--- config.mk ---
export PLATFORM = sky130hd
export DESIGN_NAME = nmea_sentence_framer_core
export DESIGN_NICKNAME = d
export VERILOG_FILES = /design/src/sv/nsf_pkg.sv /design/src/sv/nsf_front.sv /design/src/sv/nsf_queue.sv /design/src/sv/nsf_back.sv /design/src/sv/nmea_sentence_framer_core.sv
export SDC_FILE = /design/constraint.sdc
export NUM_CORES = 1
export LEC_CHECK = 0
export BUFFER_PORTS_ARGS = -buffer_cell sky130_fd_sc_hd__buf_2
export CAP_MARGIN = 10
export CORE_MARGIN = 2
export CORE_UTILIZATION = 45
export DETAILED_ROUTE_END_ITERATION = 16
export GPL_TIMING_DRIVEN = 0
export PLACE_DENSITY_LB_ADDON = 0.08
export SLEW_MARGIN = 10
export SYNTH_ARGS = -nofsm -noshare
export SYNTH_HDL_FRONTEND = slang
export SYNTH_SLANG_ARGS = --single-unit
--- constraint.sdc ---
create_clock -name clk -period 4.9 [get_ports clk]
set_input_delay 0.735 -clock clk [delete_from_list [all_inputs] [get_ports clk]]
set_output_delay 0.735 -clock clk [all_outputs]
set_load 0.01 [all_outputs]
--- src/sv/nsf_pkg.sv ---
`timescale 1ns / 1ps

package nsf_pkg;

  // Queue between front and back
  localparam int QDEPTH = 4;
  localparam int QAW    = $clog2(QDEPTH);
  localparam int QCW    = $clog2(QDEPTH + 1);

  // Framing characters
  localparam logic [7:0] CH_DOLLAR = 8'h24;
  localparam logic [7:0] CH_STAR   = 8'h2A;
  localparam logic [7:0] CH_CR     = 8'h0D;
  localparam logic [7:0] CH_LF     = 8'h0A;
  localparam logic [7:0] CH_ZERO   = 8'h30;
  localparam logic [7:0] CH_A      = 8'h41;

  localparam logic [15:0] POS_MAX = 16'hFFFF;

  // One classified payload word as queued for the back end
  typedef struct packed {
    logic [7:0] data;
    logic       first;  // opens a sentence, '$' goes out ahead of it
    logic       last;   // closes a sentence, trailer follows
    logic [7:0] cs;     // checksum including this word
  } nsf_entry_t;

  // Upper-case hex digit of the low nibble
  function automatic logic [7:0] hex_digit(input logic [3:0] v);
    logic [7:0] d;
    if (v < 4'd10) begin
      d = CH_ZERO + {4'd0, v};
    end else begin
      d = CH_A + {4'd0, v} - 8'd10;
    end
    return d;
  endfunction

endpackage

--- src/sv/nsf_front.sv ---
`timescale 1ns / 1ps

module nsf_front (
  input  logic              clk,
  input  logic              rst_n,
  input  logic              in_valid,
  input  logic [7:0]        in_payload_byte,
  input  logic              in_last_byte,
  input  logic              q_full,
  output logic              push,
  output nsf_pkg::nsf_entry_t push_entry
);

  logic       in_sent_r;
  logic [7:0] cs_r;
  logic       excl;
  logic [7:0] cs_base;
  logic [7:0] cs_nxt;

  // Checksum skips the framing characters; a new sentence starts from zero
  assign excl    = (in_payload_byte == nsf_pkg::CH_DOLLAR) ||
                   (in_payload_byte == nsf_pkg::CH_STAR);
  assign cs_base = in_sent_r ? cs_r : 8'd0;
  assign cs_nxt  = cs_base ^ (excl ? 8'd0 : in_payload_byte);

  assign push = in_valid && !q_full;

  always_comb begin
    push_entry.data  = in_payload_byte;
    push_entry.first = !in_sent_r;
    push_entry.last  = in_last_byte;
    push_entry.cs    = cs_nxt;
  end

  // Sentence tracking
  always_ff @(posedge clk) begin
    if (!rst_n) begin
      in_sent_r <= 1'b0;
      cs_r      <= 8'd0;
    end else if (push) begin
      in_sent_r <= !in_last_byte;
      cs_r      <= cs_nxt;
    end
  end

endmodule

--- src/sv/nsf_queue.sv ---
`timescale 1ns / 1ps

module nsf_queue (
  input  logic                clk,
  input  logic                rst_n,
  input  logic                push,
  input  nsf_pkg::nsf_entry_t push_entry,
  input  logic                pop,
  output logic                full,
  output logic                not_empty,
  output nsf_pkg::nsf_entry_t head
);

  nsf_pkg::nsf_entry_t            mem_r [nsf_pkg::QDEPTH];
  logic [nsf_pkg::QAW-1:0]        wr_ptr_r;
  logic [nsf_pkg::QAW-1:0]        rd_ptr_r;
  logic [nsf_pkg::QCW-1:0]        cnt_r;

  assign full      = (cnt_r == nsf_pkg::QCW'(nsf_pkg::QDEPTH));
  assign not_empty = (cnt_r != '0);
  assign head      = mem_r[rd_ptr_r];

  // Storage
  always_ff @(posedge clk) begin
    if (push) begin
      mem_r[wr_ptr_r] <= push_entry;
    end
  end

  // Pointers and fill count
  always_ff @(posedge clk) begin
    if (!rst_n) begin
      wr_ptr_r <= '0;
      rd_ptr_r <= '0;
      cnt_r    <= '0;
    end else begin
      if (push) begin
        wr_ptr_r <= wr_ptr_r + 1'b1;
      end
      if (pop) begin
        rd_ptr_r <= rd_ptr_r + 1'b1;
      end
      if (push && !pop) begin
        cnt_r <= cnt_r + 1'b1;
      end else if (pop && !push) begin
        cnt_r <= cnt_r - 1'b1;
      end
    end
  end

endmodule

--- src/sv/nsf_back.sv ---
`timescale 1ns / 1ps

module nsf_back (
  input  logic                clk,
  input  logic                rst_n,
  input  logic                head_valid,
  input  nsf_pkg::nsf_entry_t head,
  output logic                pop,
  input  logic                cfg_valid,
  output logic                cfg_ready,
  input  logic [15:0]         cfg_max_length,
  output logic                out_valid,
  input  logic                out_stall,
  output logic [7:0]          out_byte,
  output logic                out_within_buffer,
  output logic                out_end_of_sentence,
  output logic [15:0]         out_total_count
);

  typedef enum logic [6:0] {
    ST_START = 7'b0000001,
    ST_BODY  = 7'b0000010,
    ST_STAR  = 7'b0000100,
    ST_HI    = 7'b0001000,
    ST_LO    = 7'b0010000,
    ST_CR    = 7'b0100000,
    ST_LF    = 7'b1000000
  } bk_state_t;

  bk_state_t   st_r, st_nxt;
  logic [15:0] max_len_r;
  logic [15:0] pos_r;
  logic [15:0] emit_pos;
  logic [15:0] pos_inc;
  logic [7:0]  ch;
  logic        eos;
  logic        done;
  logic        load;
  logic        out_valid_r;
  logic [7:0]  out_byte_r;
  logic        within_r;
  logic        eos_r;
  logic [15:0] total_r;

  assign cfg_ready = 1'b1;

  // Output register takes a new word when empty or being drained
  assign load = head_valid && (!out_valid_r || !out_stall);
  assign pop  = load && done;

  // Emission sequencer: '$', body byte, then trailer
  always_comb begin
    st_nxt   = st_r;
    ch       = head.data;
    emit_pos = pos_r;
    eos      = 1'b0;
    done     = 1'b0;
    unique case (st_r)
      ST_START: begin
        if (head.first) begin
          ch       = nsf_pkg::CH_DOLLAR;
          emit_pos = 16'd0;
          st_nxt   = ST_BODY;
        end else if (head.last) begin
          st_nxt = ST_STAR;
        end else begin
          done = 1'b1;
        end
      end
      ST_BODY: begin
        if (head.last) begin
          st_nxt = ST_STAR;
        end else begin
          done   = 1'b1;
          st_nxt = ST_START;
        end
      end
      ST_STAR: begin
        ch     = nsf_pkg::CH_STAR;
        st_nxt = ST_HI;
      end
      ST_HI: begin
        ch     = nsf_pkg::hex_digit(head.cs[7:4]);
        st_nxt = ST_LO;
      end
      ST_LO: begin
        ch     = nsf_pkg::hex_digit(head.cs[3:0]);
        st_nxt = ST_CR;
      end
      ST_CR: begin
        ch     = nsf_pkg::CH_CR;
        st_nxt = ST_LF;
      end
      ST_LF: begin
        ch     = nsf_pkg::CH_LF;
        eos    = 1'b1;
        done   = 1'b1;
        st_nxt = ST_START;
      end
      default: begin
        st_nxt = ST_START;
      end
    endcase
  end

  // Saturating position
  assign pos_inc = (emit_pos == nsf_pkg::POS_MAX) ? emit_pos : emit_pos + 16'd1;

  // Capacity register
  always_ff @(posedge clk) begin
    if (!rst_n) begin
      max_len_r <= 16'hFFFF;
    end else if (cfg_valid) begin
      max_len_r <= cfg_max_length;
    end
  end

  // Sequencer state, position, output valid
  always_ff @(posedge clk) begin
    if (!rst_n) begin
      st_r        <= ST_START;
      pos_r       <= 16'd0;
      out_valid_r <= 1'b0;
    end else begin
      if (load) begin
        st_r        <= st_nxt;
        pos_r       <= eos ? 16'd0 : pos_inc;
        out_valid_r <= 1'b1;
      end else if (!out_stall) begin
        out_valid_r <= 1'b0;
      end
    end
  end

  // Output word
  always_ff @(posedge clk) begin
    if (load) begin
      out_byte_r <= ch;
      within_r   <= (emit_pos < max_len_r);
      eos_r      <= eos;
      total_r    <= eos ? pos_inc : 16'd0;
    end
  end

  assign out_valid           = out_valid_r;
  assign out_byte            = out_byte_r;
  assign out_within_buffer   = within_r;
  assign out_end_of_sentence = eos_r;
  assign out_total_count     = total_r;

endmodule

--- src/sv/nmea_sentence_framer_core.sv ---
`timescale 1ns / 1ps
// NMEA-style sentence framer.
// Input channel (in_valid / in_stall): one payload byte per word, with
// in_last_byte set on the final byte of a sentence. Output channel
// (out_valid / out_stall): one framed character per word: '$', the payload,
// '*', two upper-case hex checksum digits, CR, LF. Each word tells whether
// its position lies below max_length; the LF word carries the total count.
// Config channel (cfg_valid / cfg_ready, always ready) writes max_length;
// write it only while the block is idle.
// Throughput: one output word per cycle while out_stall is low. A
// mid-sentence byte yields one character; the first byte of a sentence
// adds '$' before it, the last byte adds '*', two hex digits, CR, LF. The
// back-end sequencer, one character per cycle unless stalled, sets that
// rate. A 4-entry queue lets the input run ahead. An accepted byte is queued,
// then its first word ('$' at a sentence start) loads the output register.
// Reset (synchronous, rst_n low) empties the queue and output register,
// clears the checksum and position and sets max_length to 65535.
// When the receiver stalls, the output word holds; the queue fills and then
// in_stall rises.

module nmea_sentence_framer_core (
  input  logic        clk,
  input  logic        rst_n,
  input  logic        in_valid,
  output logic        in_stall,
  input  logic [7:0]  in_payload_byte,
  input  logic        in_last_byte,
  input  logic        cfg_valid,
  output logic        cfg_ready,
  input  logic [15:0] cfg_max_length,
  output logic        out_valid,
  input  logic        out_stall,
  output logic [7:0]  out_byte,
  output logic        out_within_buffer,
  output logic        out_end_of_sentence,
  output logic [15:0] out_total_count
);

  logic                q_full;
  logic                q_not_empty;
  logic                push;
  logic                pop;
  nsf_pkg::nsf_entry_t push_entry;
  nsf_pkg::nsf_entry_t head;

  assign in_stall = q_full;

  nsf_front u_front (
    .clk             (clk),
    .rst_n           (rst_n),
    .in_valid        (in_valid),
    .in_payload_byte (in_payload_byte),
    .in_last_byte    (in_last_byte),
    .q_full          (q_full),
    .push            (push),
    .push_entry      (push_entry)
  );

  nsf_queue u_queue (
    .clk        (clk),
    .rst_n      (rst_n),
    .push       (push),
    .push_entry (push_entry),
    .pop        (pop),
    .full       (q_full),
    .not_empty  (q_not_empty),
    .head       (head)
  );

  nsf_back u_back (
    .clk                 (clk),
    .rst_n               (rst_n),
    .head_valid          (q_not_empty),
    .head                (head),
    .pop                 (pop),
    .cfg_valid           (cfg_valid),
    .cfg_ready           (cfg_ready),
    .cfg_max_length      (cfg_max_length),
    .out_valid           (out_valid),
    .out_stall           (out_stall),
    .out_byte            (out_byte),
    .out_within_buffer   (out_within_buffer),
    .out_end_of_sentence (out_end_of_sentence),
    .out_total_count     (out_total_count)
  );

endmodule

==> Word level (Yosys, flattened, before mapping) <==
Memory sizes are Yosys's and may differ from the RTL's. A register that Yosys moved wholly into a read port is not among the register bits.
Index checks and enable logic that the tools add are counted.
{ "classes": {"addsub": 11, "order_cmp": 3, "n_eq_ne": 13, "n_mux": 26, "n_bitwise": 1, "reduce_logical": 17} }
{ "ops": {"columns": ["op", "count"], "rows": [
  ["$mux 16", 4],
  ["$pmux 8 s6", 1],
  ["$pmux 7 s6", 1],
  ["$mux 8", 5],
  ["$add 16x1->16 const B", 1],
  ["$add 7x4->8 const A", 2],
  ["$eq 16x16->1 const B", 1],
  ["$eq 8x6->1 const B", 2],
  ["$lt 16x16->1", 1],
  ["$sub 8x4->8 const B", 2],
  ["$add 6x4->7 const A", 2],
  ["$mux 7", 2],
  ["$mux 3", 3],
  ["$lt 4x4->1 const B", 2],
  ["$xor 8x8->8", 1],
  ["$eq 7x1->1 const B", 1],
  ["$eq 7x2->1 const B", 1],
  ["$eq 7x3->1 const B", 1],
  ["$eq 7x4->1 const B", 1],
  ["$eq 7x5->1 const B", 1],
  ["$eq 7x6->1 const B", 1],
  ["$eq 7x7->1 const B", 1],
  ["$logic_not 1->1", 7],
  ["$mux 1", 7],
  ["other kinds (13)", 20]
]} }
{ "word_totals": {"ff_bits": 82, "ram_bits": 72, "inputBits": 30, "output_inout_bits": 29, "elab_cells": 85, "memories": 1} }
{ "memory_table": {"columns": ["memory", "depth", "width", "rd", "rd_ports_with_merged_regs", "write_ports", "line_no", "rtl"], "rows": [
  ["u_queue.mem_r", 4, 18, 1, 1, 1, "nsf_queue.sv:14", "nsf_pkg::nsf_entry_t mem_r [nsf_pkg::QDEPTH];"]
]} }

==> Logic depth before layout (Yosys ltp) <==
Gate-level depths: netlist of run 1.
{ "depth": {"word_depth": 7, "mapped_depth": 13, "mapped_depth_nobuf": 10} }

==> By module <==
A second synthesis of run 1 with hierarchy kept.
{ "hier_totals": {"cells_unflattened": 671, "area_unflattened_um2": 7639.8} }
{ "by_module_without_submodules": {"columns": ["mod", "n_inst", "cells_each", "area_each_um2", "seq_area_each_um2"], "rows": [
  ["nsf_back", 1, 443, 3875.0, 1581.5],
  ["nsf_queue", 1, 137, 3085.5, 2342.2],
  ["nsf_front", 1, 91, 679.4, 180.2]
]} }

==> Least setup slack after synthesis of run 1 <==
OpenSTA, ideal clock, no wires.
{ "synth_timing": {"path_kind": "register to register", "start": "register (tool-made name)", "end": "register u_back.total_r[4] (netlist: u_back.out_total_count[4]), data pin", "setup_time_ps": 261, "arrival_time_ps": 3369, "required_ps": 4639, "setup_slack_ps": 1270, "stages_incl_launch_ff": 13, "synth_period_minus_slack_ps": 3630, "path_cell_list": "dfxtp_1 > buf_2 > mux4_2 > nand4_1 > clkbuf_1 > and2_1 > ha_1 > nand4_1 > or4_1 > nor3_1 > clkbuf_1 > or3_1 > a21oi_1"} }
{ "synth_lines": {"columns": ["element", "line_no", "rtl"], "rows": [
  ["end signal: assignment", "nsf_back.sv:141", "total_r <= eos ? pos_inc : 16'd0;"],
  ["end: declaration", "nsf_back.sv:43", "logic [15:0] total_r;"]
]} }

==> impl_summary.md, run 1 <==
Outcome
The flow ran to the end, and the final reports show no timing, DRC or antenna violations.

Placed design
At the end of routability-driven placement, the weighted congestion stood at ~0.88. The sum of net half-perimeters after detailed placement is between 10 and 15 mm. Buffers placed on the I/O ports in this run total 56.

STA
The hold violation total from the final report came to 0. The final cycle utilization of the critical path is 0.928. After routing, the total negative slack on setup checks comes to 0 ps. The number of pins with negative max-slew slack in the final report is 0. Setup violations remaining at the end of the flow were counted as 0. The worst slew margin relative to its limit is 0.324. The highest attainable clock frequency is between 200 and 250 MHz. For the pin with the worst max-slew slack, the measured transition is a little over 1000 ps.

Between clock sinks in the finished design, the worst skew comes to just under 9 ps. Setup repair after global routing left no endpoint under its margin. The routed design could run at a clock period as short as between 4000 and 5000 ps.

Power and ir drop
The share of total power dissipated in combinational logic is 0.281. The part of the total power dissipated in sequential elements is 0.416. The leakage power total is around 3.3 nW.

The share of total power dissipated in the clock network is 0.303. The internal power of the cells totals 0.00285 W. In this run the power density over the cells is 503 nW/µm². The post-route total power is about 0.0043 W. The switching part of the total is 0.336. The largest voltage drop on the vdd net is roughly 0.30 mV. The switching component of the power is 0.00144 W.

Logic synthesis
The net count after synthesis is ~710. The share of synthesized area in the top cell type comes to 0.398. The warning count from the yosys run is 0. The complex-gate fraction of the synthesized area came to 0.111. The synthesized area divided by synthesized cell count is approximately 11 µm². The synthesized design spends more area on one cell type than any other, namely edfxtp_1. The dominant register cell in the synthesized netlist is edfxtp_1. The number of synthesized register bits is ~160. Of the total synthesized cell area, the portion taken by AND, OR, NAND and NOR gates is 0.149.

The mux share of post-synthesis cell area is 0.0710. Of the total synthesized cell area, the portion taken by XOR and XNOR cells is 0.0284. The number of distinct standard cells referenced by the synthesized netlist is 65. The share of synthesized registers carrying an async set or reset is 0. In the synthesized netlist, the number of instances is roughly 650. The mapped netlist covers ~7400 µm². The number of enable flip-flop cells after synthesis is about 100. The most instantiated library cell after synthesis is edfxtp_1. The main combinational cell family by area after synthesis is simple AND/OR/NAND/NOR gates.

After synthesis, the cell types taking the most area are edfxtp_1, dfxtp_1, mux4_2, ha_1, nand2_1. Of the total synthesized cell area, the portion taken by full adders, half adders and majority gates is 0.0416. The commonest cells after synthesis are edfxtp_1, nand2_1, dfxtp_1. The share of synthesized area occupied by flip-flops and latches is 0.555.

Cells and area
The net count of the finished layout is 780. The antenna diode count is 0. In the final layout, the share of cells above drive strength 1 is 0.166.

The multi-input logic area is ~3000 µm². The filler cell count is ~1400. The area growth from synthesis to layout is 15.4%. Registers take 4100 µm².

CTS
The total clock sinks is roughly 160. Hold repair after CTS inserted 0 buffers. The total clock buffers created by CTS is 17. The maximum count of clock buffers along a single path is 2.

The buffer cell driving the clock tree root is clkbuf_16. In this run the number of H-tree levels came out at 4. The clock transition at the registers of the reported paths is approximately 70 ps. The clock latency on the worst-skew pair is around 430 ps.

TritonCTS built the clock tree.

Critical path
The data required time of the critical path is approximately 5100 ps. The worst setup path is captured at a register. The maximum net fanout on the critical path is 10. The highest cell delay on the worst timing path is 650 ps.

Traced cell by cell, the critical path runs through buf_2 > mux4_2 > nand4_1 > clkbuf_2 > and2_1 > ha_1 > nand4_1 > or4_1 > nor3_1 > clkbuf_2 > o31ai_1 > a21oi_1. The worst setup path is of the reg -> reg kind. The slowest cell on the critical path is mux4_2.

Data on the critical path arrives at its endpoint at 4770 ps. The worst setup path is launched from a register.

Route
The total number of vias is 5216. The first-pass detailed-route iteration total is 6. The DRC marker count from the first detailed-route iteration is about 330. The post-detailed-route DRC marker count is 0. The detail-routed net length per standard cell is around 18 µm. Dividing the detail-routed via count by the number of cells gives about 5.5. The overall routed net length is 17.0 mm. The post-route antenna net violation count is 0.

Die
After floorplanning, the core was divided into 46 placement rows. The die is about 130 µm wide. The effective utilization at floorplan is 0.462.

In this run the standard cell core region covers 16000 µm². The floorplan step defined a die boundary enclosing between 15000 and 20000 µm². The height of the die is between 100 and 150 µm. Pin placement for this block handled 59 I/O pins.

Job
The max-cap check violation count is 0.

Global route
The total global-route track usage is 0.204. The number of antenna violations at the first check in global routing is 0. The number of global-route vias before repair is ~5200. The first-pass GRT wire length is ~27 mm. The largest net degree at the start of global routing is 36. Summed over all layers, the global routing overflow is 0.

Hold path
The min-delay analysis places its worst path in the category reg -> reg.
[metrics by stage]
step | utilization | hold WS, ps | instances | instance area [µm²] | worst slack (ps)
floorplan | - | 442 | 651 | 7400 | 1270
global placement | 0.497 | 458 | 923 | 7950 | 222
detailed placement | 0.497 | 465 | 923 | 7950 | 206
CTS | 0.533 | 473 | 955 | 8530 | 154
global route | 0.534 | 494 | 955 | 8540 | 81.5
finish | 0.534 | 466 | 955 | 8540 | 354
[final timing paths]
kind | start | cells past startpoint | to | slack, ps
hold reg to reg | u_back.out_valid | 2 | u_back.out_valid | 470
hold / removal | u_back.out_valid | 2 | u_back.out_valid | 470
setup / recovery | register | 12 | u_back.out_total_count[3] | 350
setup reg to reg | register | 12 | u_back.out_total_count[3] | 350
[sequential cells by signal, summed over array words and instances (netlist names), 2 cells and up, named ones only]
| register | flops |
|---|---|
| u_back.max_len_r | 16 |
| u_queue.mem_r | 72 |
| u_queue.rd_ptr_r | 2 |
| u_queue.wr_ptr_r | 2 |
| u_front.cs_r | 8 |
| u_back.out_total_count | 16 |
| u_queue.cnt_r | 3 |
| u_back.out_byte | 8 |
| u_back.st_r | 7 |
| u_back.pos_r | 16 |
[cells by family (layout without fill, tap and decap cells)]
group | count (synthesis) | in the layout
xor gates and xnor gates | 24 | 24
AOI/OAI and AO/OA | 124 | 124
adders and majority gates | 24 | 24
other | 1 | 1
and+or+nand+nor | 214 | 214
muxes | 30 | 30
DFF | 156 | 156
buffers and inverters | 78 | 166
[cell usage in the layout, fill, tap and decap left out, types with 4 or more instances in the layout]
cell type	n
inv_6	4
a211oi_1	7
buf_2	61
nand2b_1	5
a31oi_1	5
mux4_2	18
nor3_1	10
inv_1	44
clkbuf_1	23
nor4_1	7
nor2b_1	7
or3_1	7
or4_1	5
xnor2_1	17
nand4_1	15
mux2i_1	12
nor2_1	41
and2_1	15
nand2_1	67
nand3_1	12
o22ai_1	4
clkbuf_16	17
and4_1	4
ha_1	23
o31ai_1	5
edfxtp_1	98
dfxtp_1	58
o21ai_0	20
o211ai_1	20
a21o_1	6
xor2_1	7
a21oi_1	31
[power by group through the flow]
stage	clock network (W)	logic, W	registers (W)
after global placement	0	0.00120	0.00181
after floorplan	0	0.000757	0.00186
after detailed placement	0	0.00122	0.00182
after global routing	0.00139	0.00133	0.00182
after CTS	0.00133	0.00122	0.00179
final	0.00130	0.00121	0.00179
[final cells by class]
cell class / instances / area share
Inverter: 46 / 0.0218
Tap cell: 216 / 0.0317
Sequential cell: 156 / 0.481
Timing Repair Buffer: 56 / 0.0328
Buffer: 32 / 0.0164
Clock inverter: 15 / 0.0185
Clock buffer: 17 / 0.0498
Multi-Input combinational cell: 417 / 0.348
[what timing repair did]
item / CTS / global route
setup buffers: 0 / 0
endpoints found under the setup margin: 0 / 7
resized for setup: 0 / 4
[metal layers]
| metal | up-vias | global-route usage | wire [µm] |
|---|---|---|---|
| met5 | - | 0 | 0 |
| met3 | 24 | 0.0446 | 532 |
| met4 | 0 | 0.0789 | 354 |
| li1 | 2570 | - | - |
| met1 | 2524 | 0.252 | 7520 |
| met2 | 98 | 0.350 | 8620 |
[critical path: cells and delay by family (launching register included)]
family	cells	cell delay (ps)
fa+ha+maj	1	330
flops	1	320
compound gates	2	360
simple gates	5	1790
mux	1	650
buf+inv	3	870
(Power assumes the default switching activity.)
==> inputs of run 2 (changes only) <==
--- a/config.mk
+++ b/config.mk
@@ -8,7 +8,7 @@
 export BUFFER_PORTS_ARGS = -buffer_cell sky130_fd_sc_hd__buf_2
 export CAP_MARGIN = 10
 export CORE_MARGIN = 2
-export CORE_UTILIZATION = 45
+export CORE_UTILIZATION = 50
 export DETAILED_ROUTE_END_ITERATION = 16
 export GPL_TIMING_DRIVEN = 0
 export PLACE_DENSITY_LB_ADDON = 0.08
==> constraint.sdc (replaced) <==
create_clock -name clk -period 4.9 [get_ports clk]
set_input_delay 0.245 -clock clk [delete_from_list [all_inputs] [get_ports clk]]
set_output_delay 0.245 -clock clk [all_outputs]
set_load 0.01 [all_outputs]
==> run 2 against run 1 <==
  * Sequential share of layout area up 0.28 points
  * Sequential power about the same
  * Final cell count down 3.1%
  * Die area down 9.7%
  * Worst setup slack worse by 55 ps
  * Critical path depth up 2
  * Global-route usage up 2.1 points
  * Critical endpoint is now u_back.out_total_count[4]
  * Utilization up 5.3 points
  * Combinational power about the same
  * Register-to-register slack worse by 60 ps
  * Hold slack worse by 430 ps
==> impl_summary.md, run 2 (same netlist as run 1, synthesis figures left out) <==
STA
The final cycle utilization of the critical path is 0.939 (+0.0113). The post-layout minimum cycle time is 4600 ps (+55.2 ps). Setup repair after global routing left no endpoint under its margin.

The worst clock skew is 7.55 ps (-1.10 ps). The transition time at the pin with the least slew margin was 1160 ps (+151 ps). The total of endpoints with negative setup slack in the final report is 0 (unchanged). The number of pins with negative max-slew slack in the final report is 0 (unchanged). The setup slack after layout is 299 ps (-55.2 ps). The hold violation total from the final report is 0 (unchanged). The highest attainable clock frequency is 217 MHz (-1.2%). The setup TNS is 0 ps (unchanged). The worst slew margin relative to its limit was 0.218 (-0.107).

Outcome
The run finished with clean final reports.

Placed design
The setup slack at placement came to 125 ps (-80.8 ps). The final estimated routing congestion in global placement is 0.897 (+1.5%). The sum of net half-perimeters after detailed placement is 12.2 mm (+1.2%).

The quantity of I/O buffers inserted on ports is 56 (unchanged).

Route
The DRC marker count from the first detailed-route iteration is 362 (+8.4%). The detail-routed net length per standard cell is 18.7 µm (+4.9%). The overall routed net length is 17.3 mm (+1.6%). The post-detailed-route DRC marker count is 0 (unchanged). The mean number of vias per cell is 5.83 (+6.7%). The post-route antenna net violation count is 0 (unchanged). The total number of vias is 5389 (+3.3%). The first-pass detailed-route iteration total came to 5 (-1).

CTS
The number of hold buffers added after cts came to 0 (unchanged). The count of H-tree levels built during CTS was 4 (unchanged). The total clock sinks was 156 (unchanged).

The maximum count of clock buffers along a single path was 2 (unchanged). The root buffer cell chosen for the clock tree is clkbuf_16. The clock transition at the registers of the reported paths is 70 ps (about the same). The clock latency on the worst-skew pair is 420 ps (about the same). TritonCTS built the clock tree.

The total clock buffers created by CTS is 17 (unchanged).

Critical path
The kind of end point of the critical path is a register. The slowest cell on the critical path is or4_1. The maximum net fanout on the critical path is 10 (unchanged). The category of the most critical setup path is reg -> reg. The critical path goes through clkbuf_1 > mux4_2 > nand4_1 > clkbuf_1 > nand2_1 > inv_1 > ha_1 > nand4_1 > buf_4 > or4_1 > nor3_1 > clkbuf_2 > or3_1 > a21oi_1.

The data arrival time at the worst-slack endpoint is 4770 ps (about the same). The type of origin of the critical path is a register. The data required time of the critical path is 5070 ps (-60 ps). The highest cell delay on the worst timing path is 550 ps (-100 ps).

Global route
The number of antenna violations at the first check in global routing came to 0 (unchanged). The largest net degree at the start of global routing is 36 (unchanged). The number of global-route vias before repair came to 5283 (+2.0%). The leftover overflow at the end of global routing is 0 (unchanged). The total global-route track usage is 0.224 (+0.0206). The first-pass GRT wire length is 27.5 mm (+0.43%).

Hold path
The worst min-delay path class is in -> reg.

Die
The height of the die came to 126 µm (-5.0%). The count of pins on the block boundary is 59 (unchanged). The number of core rows came to 44 (-4.3%). The width of the chip was 126 µm (-5.0%).

The floorplan die area is 15800 µm² (-9.7%). The effective utilization at floorplan is 0.511 (+0.0486). The standard cell core area is 14500 µm² (-9.5%).

Job
The max-cap check violation count is 0 (unchanged).

Cells and area
The net count of the finished layout is 782 (+0.26%). The fraction of final layout cells with drive strength greater than 1 is 0.166 (-0.000449). Leaving out fill and tap cells, the most frequent cell in the layout is edfxtp_1. More flip-flops sit in one register than any other, and that register is u_queue.mem_r.

Leaving out fill and tap cells, the most frequent cells in the layout are edfxtp_1, nand2_1, buf_2. Compared with the post-synthesis result, the final layout area differs by 14.8%. The flip-flop count of the largest register after layout was 72 (unchanged).

The antenna diode count was 0 (unchanged).

Power and ir drop
The leakage power total is 3.26 nW (-0.19%). The ratio of total power to cell area was 502 nW/µm² (-0.15%). The largest voltage drop on the vdd net is 0.275 mV (-8.0%).
[run 2: cell types whose count changed in the layout (fill, tap and decap cells not counted), sizes merged]
cell,previous run,this run
inv,52,50
clkinv,6,7
buf,63,65
clkinvlp,1,2
[run 2: worst paths after layout]
| kind | to | startpoint | slack (ps) | cells past startpoint |
|---|---|---|---|---|
| min reg2reg | u_back.out_valid | u_back.out_valid | 470 | 2 |
| max reg2reg | u_back.out_total_count[4] | register | 300 | 14 |
| max | u_back.out_total_count[4] | register | 300 | 14 |
| min | u_back.max_len_r[1] | cfg_max_length[1] | 40 | 3 |
[run 2: report_power, final]
group / switching (W) / internal, W / total (W) / leakage (nW)
clock network: 0.000561 / 0.000708 / 0.00127 / 0.274
registers: 0.0000882 / 0.00170 / 0.00179 / 1.39
logic: 0.000773 / 0.000427 / 0.00120 / 1.60
total: 0.00142 / 0.00284 / 0.00426 / 3.26
[run 2: timing repair]
action                     4_1_cts  5_1_grt
setup endpoints to repair        0        9
resized for setup                0        2
buffers inserted                 0        2
[run 2: final cells by class]
cell class	count	area (µm²)
tap	184	230
multi-input combinational	417	2970
fill	1197	5990
inverter	46	186
clock inverter	15	140
sequential	156	4100
timing repair buffer	58	295
buffer	32	139
clock buffer	17	425
[run 2: worst max-delay path: cells and delay by family (launching register included)]
| kind | cells | cell delay, ps |
|---|---|---|
| and+or+nand+nor | 6 | 1640 |
| buffers and inverters | 5 | 1510 |
| muxes | 1 | 480 |
| adders and majority gates | 1 | 320 |
| DFF | 1 | 300 |
| AOI/OAI and AO/OA | 1 | 70 |
[run 2: metal layers]
metal / track usage / up-vias / share of wire
li1: - / 2571 / -
met1: 0.270 / 2611 / 0.42
met2: 0.389 / 162 / 0.51
met3: 0.0480 / 45 / 0.041
met4: 0.100 / 0 / 0.033
met5: 0 / - / 0
[run 2: through the flow]
| step | power, W | hold WS (ps) | area (µm²) | cells | utilization |
|---|---|---|---|---|---|
| 6_report | 0.00426 | 35.0 | 8490 | 925 | 0.586 |
| 5_1_grt | 0.00449 | 38.6 | 8490 | 925 | 0.586 |
| 4_1_cts | 0.00429 | 23.7 | 8470 | 923 | 0.585 |
| 3_5_place_dp | 0.00302 | 460 | 7910 | 891 | 0.546 |
| 3_3_place_gp | 0.00299 | 450 | 7910 | 891 | 0.546 |
| 2_1_floorplan | 0.00262 | 341 | 7400 | 651 | - |
